`src/rtl/u2a_pkg.sv`:
```
// Package with the widths, constants and helpers of the unsigned-to-ASCII converter.
package u2a_pkg;
    localparam int ValueBits    = 32;
    localparam int MaxDigits    = 10;
    localparam int CountBits    = $clog2(MaxDigits + 1);
    localparam int IdxBits      = $clog2(MaxDigits);
    localparam int BcdBits      = 4 * MaxDigits;
    localparam int StageShifts  = 4;
    localparam int DabbleStages = ValueBits / StageShifts;

    localparam logic [6:0] CharZero   = 7'h30;
    localparam logic [6:0] CharLowerA = 7'h61;
    localparam logic [3:0] DecRadix   = 4'd10;

    typedef enum logic {
        t_RADIX_DEC = 1'b0,
        t_RADIX_HEX = 1'b1
    } t_radix;

    // Map one digit value to its ASCII character.
    function automatic logic [6:0] digit_to_char(input logic [3:0] d);
        logic [6:0] c;
        if (d < DecRadix) begin
            c = CharZero + {3'b000, d};
        end else begin
            c = CharLowerA + {3'b000, 4'(d - DecRadix)};
        end
        return c;
    endfunction
endpackage

```
`src/rtl/u2a_divider.sv`:
```
// One pipeline stage of the binary-to-decimal conversion by shift and add-three.
module u2a_divider
    import u2a_pkg::*;
(
    input  logic                 i_clk,
    input  logic                 i_rst_n,
    input  logic                 i_valid,
    output logic                 o_ready,
    input  logic [BcdBits-1:0]   i_bcd,
    input  logic [ValueBits-1:0] i_bin,
    input  logic                 i_hex,
    output logic                 o_valid,
    input  logic                 i_ready,
    output logic [BcdBits-1:0]   o_bcd,
    output logic [ValueBits-1:0] o_bin,
    output logic                 o_hex
);
    logic                 r_valid;
    logic [BcdBits-1:0]   r_bcd, n_bcd;
    logic [ValueBits-1:0] r_bin, n_bin;
    logic                 r_hex;
    logic                 load;

    assign o_ready = !r_valid || i_ready;
    assign load    = i_valid && o_ready;

    // Hexadecimal items already hold their digits and pass through unchanged.
    always_comb begin
        n_bcd = i_bcd;
        n_bin = i_bin;
        if (!i_hex) begin
            for (int s = 0; s < StageShifts; s++) begin
                for (int d = 0; d < MaxDigits; d++) begin
                    if (n_bcd[4*d +: 4] >= 4'd5) begin
                        n_bcd[4*d +: 4] = n_bcd[4*d +: 4] + 4'd3;
                    end
                end
                n_bcd = {n_bcd[BcdBits-2:0], n_bin[ValueBits-1]};
                n_bin = {n_bin[ValueBits-2:0], 1'b0};
            end
        end
    end

    always_ff @(posedge i_clk) begin
        if (!i_rst_n) begin
            r_valid <= 1'b0;
        end else if (o_ready) begin
            r_valid <= i_valid;
        end
        if (load) begin
            r_bcd <= n_bcd;
            r_bin <= n_bin;
            r_hex <= i_hex;
        end
    end

    assign o_valid = r_valid;
    assign o_bcd   = r_bcd;
    assign o_bin   = r_bin;
    assign o_hex   = r_hex;
endmodule

```
`src/rtl/unsigned_to_ascii_digits.sv`:
```
// Top level of the unsigned-to-ASCII converter: conversion pipeline, digit store and output.
//
// Channel | Direction | Handshake            | Payload
// input   | in        | i_valid / o_ready    | i_action, i_value
// output  | out       | o_valid / i_ready    | o_digit_char, o_last
//
// A decimal value is turned into packed decimal digits by shift and add-three, four bits
// per stage over eight register stages; a hexadecimal value simply rides through them.
// The first character is valid once the item has passed the stages, the digit store and
// the output register, and the following ones come one per cycle while the output does not
// stall; the store takes the next item in the cycle after the last character is loaded.
// Reset is synchronous and active low; it clears every stage valid, the store and the
// output valid. A stall on the output holds the current character, the stages fill up
// one by one and o_ready falls once all of them hold an item; nothing is dropped.
module unsigned_to_ascii_digits
    import u2a_pkg::*;
(
    input  logic                 i_clk,
    input  logic                 i_rst_n,
    input  logic                 i_valid,
    output logic                 o_ready,
    input  logic                 i_action,
    input  logic [ValueBits-1:0] i_value,
    output logic                 o_valid,
    input  logic                 i_ready,
    output logic [6:0]           o_digit_char,
    output logic                 o_last
);
    // Handshake and data between the stages; index 0 is the input side.
    logic                 st_valid [DabbleStages+1];
    logic                 st_ready [DabbleStages+1];
    logic [BcdBits-1:0]   st_bcd   [DabbleStages+1];
    logic [ValueBits-1:0] st_bin   [DabbleStages+1];
    logic                 st_hex   [DabbleStages+1];
    logic                 in_hex;
    logic [CountBits-1:0] top_count;
    logic [IdxBits-1:0]   rd_idx;
    logic                 take;
    logic                 r_busy, n_busy;
    logic [BcdBits-1:0]   r_digits, n_digits;
    logic [CountBits-1:0] r_count, n_count;
    logic                 r_oval, n_oval;
    logic [6:0]           r_ochar, n_ochar;
    logic                 r_olast, n_olast;

    // A hexadecimal value is already its own digit list, one digit per nibble, so it
    // enters with its digits in place and nothing left to shift in.
    assign in_hex      = (t_radix'(i_action) == t_RADIX_HEX);
    assign st_valid[0] = i_valid;
    assign st_bcd[0]   = in_hex ? BcdBits'(i_value) : '0;
    assign st_bin[0]   = in_hex ? '0 : i_value;
    assign st_hex[0]   = in_hex;
    assign o_ready     = st_ready[0];

    for (genvar k = 0; k < DabbleStages; k++) begin : g_stage
        u2a_divider u_stage (
            .i_clk   (i_clk),
            .i_rst_n (i_rst_n),
            .i_valid (st_valid[k]),
            .o_ready (st_ready[k]),
            .i_bcd   (st_bcd[k]),
            .i_bin   (st_bin[k]),
            .i_hex   (st_hex[k]),
            .o_valid (st_valid[k+1]),
            .i_ready (st_ready[k+1]),
            .o_bcd   (st_bcd[k+1]),
            .o_bin   (st_bin[k+1]),
            .o_hex   (st_hex[k+1])
        );
    end

    // The store takes a new item only once the previous item's last character has been loaded.
    assign st_ready[DabbleStages] = !r_busy;
    assign take                   = st_valid[DabbleStages] && !r_busy;
    assign rd_idx                 = IdxBits'(r_count - 1'b1);

    // Number of digits to send: up to the most significant non-zero digit, and at
    // least one so that a zero value still gives a single '0'.
    always_comb begin
        top_count = CountBits'(1);
        for (int d = 1; d < MaxDigits; d++) begin
            if (st_bcd[DabbleStages][4*d +: 4] != 4'd0) begin
                top_count = CountBits'(d + 1);
            end
        end
    end

    // Characters leave most significant first; r_count is the number still to send.
    always_comb begin
        n_busy   = r_busy;
        n_digits = r_digits;
        n_count  = r_count;
        n_oval   = r_oval;
        n_ochar  = r_ochar;
        n_olast  = r_olast;
        if (r_oval && i_ready) begin
            n_oval = 1'b0;
        end
        if (take) begin
            n_busy   = 1'b1;
            n_digits = st_bcd[DabbleStages];
            n_count  = top_count;
        end else if (r_busy && (!r_oval || i_ready)) begin
            n_oval  = 1'b1;
            n_ochar = digit_to_char(r_digits[{rd_idx, 2'b00} +: 4]);
            n_olast = (r_count == CountBits'(1));
            n_count = r_count - 1'b1;
            if (r_count == CountBits'(1)) begin
                n_busy = 1'b0;
            end
        end
    end

    always_ff @(posedge i_clk) begin
        if (!i_rst_n) begin
            r_busy  <= 1'b0;
            r_count <= '0;
            r_oval  <= 1'b0;
        end else begin
            r_busy  <= n_busy;
            r_count <= n_count;
            r_oval  <= n_oval;
        end
        r_digits <= n_digits;
        r_ochar  <= n_ochar;
        r_olast  <= n_olast;
    end

    assign o_valid      = r_oval;
    assign o_digit_char = r_ochar;
    assign o_last       = r_olast;
endmodule
```
`config.mk`:
```
export PLATFORM = sky130hd
export DESIGN_NAME = unsigned_to_ascii_digits
export DESIGN_NICKNAME = d
export VERILOG_FILES = /design/src/rtl/u2a_pkg.sv /design/src/rtl/u2a_divider.sv /design/src/rtl/unsigned_to_ascii_digits.sv
export SDC_FILE = /design/constraint.sdc
export NUM_CORES = 2
export LEC_CHECK = 0
export BUFFER_PORTS_ARGS = -buffer_cell sky130_fd_sc_hd__buf_2
export CAP_MARGIN = 20
export CORE_MARGIN = 2
export CORE_UTILIZATION = 52
export CTS_BUF_LIST = sky130_fd_sc_hd__clkbuf_4 sky130_fd_sc_hd__clkbuf_8
export DETAILED_ROUTE_END_ITERATION = 10
export MAX_ROUTING_LAYER = met4
export PLACE_DENSITY = 0.68
export SYNTH_ARGS = -nofsm -noshare
export SYNTH_HDL_FRONTEND = slang
export SYNTH_SLANG_ARGS = --single-unit
```
`constraint.sdc`:
```
create_clock -name i_clk -period 12.93 [get_ports i_clk]
set_input_delay 1.293 -clock i_clk [delete_from_list [all_inputs] [get_ports i_clk]]
set_output_delay 1.293 -clock i_clk [all_outputs]
set_load 0.01 [all_outputs]
```
==> impl_metrics.tcl <==
set metrics [dict create \
    cts.repair.resized 0 \
    layout.cells.non_filler 7054 \
    clock_skew_ps 46.52 \
    clock_latency_ps 770 \
    ys_types 124 \
    hold_buffers 0 \
    cts_tree "yes" \
    crit_required_ps 13480 \
    yosysSeqAreaShare_pct 29.49 \
    fmax_mhz 191.1 \
    routed_wl_um 103700 \
    synth_cells 5687 \
    startpoint "g_stage[0].u_stage.o_bcd[28]" \
    pre_cts_slack_ps 7808 \
    p_per_area_nw_per_um2 122.8 \
    die-area_um2 98890 \
    outcome "finished clean" \
    post-route-min-period_ps 5232 \
    maxSlewViolCount 0 \
    critPathTopFamily "compound AO/OA/AOI/OAI gates" \
    htreeDepth 3 \
    grt_pass1_vias 37760 \
    start_util_pct 52.60 \
    core-area_um2 95290 \
    final_area_um2 53570 \
    max_slew_margin_pct 26.58 \
    multi_input_area_um2 32990 \
    synth.area.top_cells "edfxtp_1, ha_1, mux2_2" \
    std_cell_rows 113 \
    drc 0 \
    firstDrtPassIters 5 \
    dpl_cell_area_um2 51630 \
    crit_arrival_ps 5790 \
    max_cap_violations 0 \
    p_leak_nw 21.57 \
    antenna_found_initial 1 \
    fin_crit_sh_pct 40.46 \
    synth_top_cell_by_area "edfxtp_1" \
    synth-edff-count 483 \
    cts_sinks 497 \
    hold_path.class "flip-flop to flip-flop" \
    drive_gt1_share_pct 11.71 \
    finalSetupViolCount 0 \
    dr.first_iter.drc_count 2079 \
    globalRouteTotalUtil_pct 21.35 \
    io_pins 47 \
    end_kind "flip-flop" \
    grt_pass1_wl_um 175200 \
    gr-total-overflow 0 \
    via_count 40450 \
    async_flop_share_pct 0 \
    final_cell_mix "inv_1, edfxtp_1, nand2_1" \
    die_w_um 314.5 \
    path_buf_inv 3 \
    clk_pin_slew_worst_paths_ps 50 \
    cpPeakStageDelay_ps 510 \
    yosys_register_bits 497 \
    tns_ps 0 \
    clock_path_buffers 3 \
    worstPathCellList "inv_1, ha_1, nor2b_1, nor3_1, a21oi_1, inv_1, ha_1, nor2b_1, a2111oi_0, a211oi_2, xnor2_1, ha_1, nor2b_1, nor2_1, or2_2, a21oi_1, xnor2_1, ha_1, inv_1, nor2_1, o21ai_0, o21a_1, mux2i_1" \
    hold_viol 0 \
    setup_slack_ps 7698 \
    fin_nets 6175 \
    vias_per_cell 5.734 \
    gp_congestion 0.8631 \
    crit_top_cell "ha_1" \
    dp_hpwl_um 80070 \
    ant_nets 0 \
    peakVddDrop_mv 0.1164 \
    grt_setup_unrepaired "false" \
    critPathLaunchType "flip-flop" \
    critPathMaxFanout 7 \
    regArea_um2 14780 \
    dp.cells 6886 \
    synth-main-ff-cell "edfxtp_1" \
    cts-buffers-inserted 90 \
    fillers 8604 \
    final_common_cell "inv_1" \
    grt_max_degree 80 \
    yosys.area.top_type_share_pct 28.94 \
    hold_start "g_stage[7].u_stage.o_bcd[2]" \
    crit-reg2reg-launch "g_stage[0].u_stage.o_bcd[28]" \
    clockRootBuffer "clkbuf_8" \
    area_growth_pct 6.864 \
    crit_slowest_cell "a211oi_2" \
    critPathKind "flip-flop to flip-flop" \
    post-route-util_pct 56.21 \
    avgSynthCellArea_um2 8.814 \
    io_buffers 45 \
    synth_area_um2 50130 \
    wl_per_cell_um 14.70 \
    die_y_um 314.5 \
    cts_setup_buffers 0 \
    yosys_warnings 0 \
    tightest_slew_ps 1100 \
]
[worst register-to-register path, cell delays in order (launching register included)]
cell	delay, ps
edfxtp_1	460
inv_1	120
ha_1	200
nor2b_1	210
nor3_1	70
a21oi_1	410
inv_1	180
ha_1	210
nor2b_1	180
a2111oi_0	110
a211oi_2	510
xnor2_1	230
ha_1	220
nor2b_1	240
nor2_1	80
or2_2	270
a21oi_1	170
xnor2_1	260
ha_1	330
inv_1	80
nor2_1	100
o21ai_0	90
o21a_1	200
mux2i_1	120
[stage by stage]
step	total power [mW]	hold WS (ps)
finish	6.579	437.1
global route	7.106	446.5
CTS	6.617	442.3
detailed placement	4.972	428.9
global placement	4.887	424.6
floorplan	4.456	400.3
[metal layers]
metal	wire length [µm]	global-route usage, %	vias to the layer above
met5	0	-	-
met4	2321	5.790	0
met3	2727	2.398	144
met2	51340	38.05	461
met1	47280	25.45	18810
li1	-	-	21030
[power by group]
part / leakage (nW) / internal [mW] / switching, mW
combinational: 16.0 / 1.28 / 1.73
clock: 0.999 / 0.897 / 0.712
sequential: 4.62 / 1.89 / 0.0639
total: 21.6 / 4.07 / 2.51
[layout make-up]
cell class | instances | share of cell area, %
Multi-Input combinational cell | 4552 | 61.59
Sequential cell | 497 | 27.60
Inverter | 508 | 3.560
Tap cell | 1265 | 2.955
Clock buffer | 115 | 2.663
Clock inverter | 52 | 0.9460
Timing Repair Buffer | 64 | 0.6867
Antenna cell | 1 | 0.004672
[flip-flops by register name, summed over array words and instances (netlist names)]
signal / flops
g_stage.u_stage.o_bcd: 317
g_stage.u_stage.o_bin: 112
g_stage.u_stage.o_hex: 7
g_stage.u_stage.o_valid: 8
o_digit_char: 6
o_last: 1
o_valid: 1
r_busy: 1
r_count: 4
r_digits: 40
[cell families after synthesis]
kind of cell | synth area share, %
AO/OA/AOI/OAI | 24.72
XOR/XNOR | 4.241
adder cells (fa/ha/maj) | 10.61
buffers and inverters | 4.845
flip-flops | 29.49
multiplexers | 9.994
other | 0.01498
AND/OR/NAND/NOR | 16.09
[worst paths after layout]
kind / to / slack, ps / cells after the start
worst max-delay path: g_stage[1].u_stage.o_bcd[33] / 7700 / 23
worst min-delay path: r_digits[2] / 440 / 0
worst max register to register: g_stage[1].u_stage.o_bcd[33] / 7700 / 23
worst min register to register: r_digits[2] / 440 / 0
[synth_stat cells, types with 54 or more instances]
master / count
a21oi_1: 441
nor3b_1: 99
xnor2_1: 162
mux2i_1: 220
o21a_1: 96
nand2b_1: 188
nor3_1: 102
ha_1: 425
a211oi_1: 101
and2_1: 64
nand3_1: 54
inv_1: 485
edfxtp_1: 483
nor2b_1: 117
o21ai_1: 88
nand2_1: 442
o211ai_1: 56
a31oi_1: 91
a21o_1: 67
clkbuf_1: 105
o21ai_0: 378
nor2_1: 363
mux2_2: 209
Power figures use the tool's default switching activity.
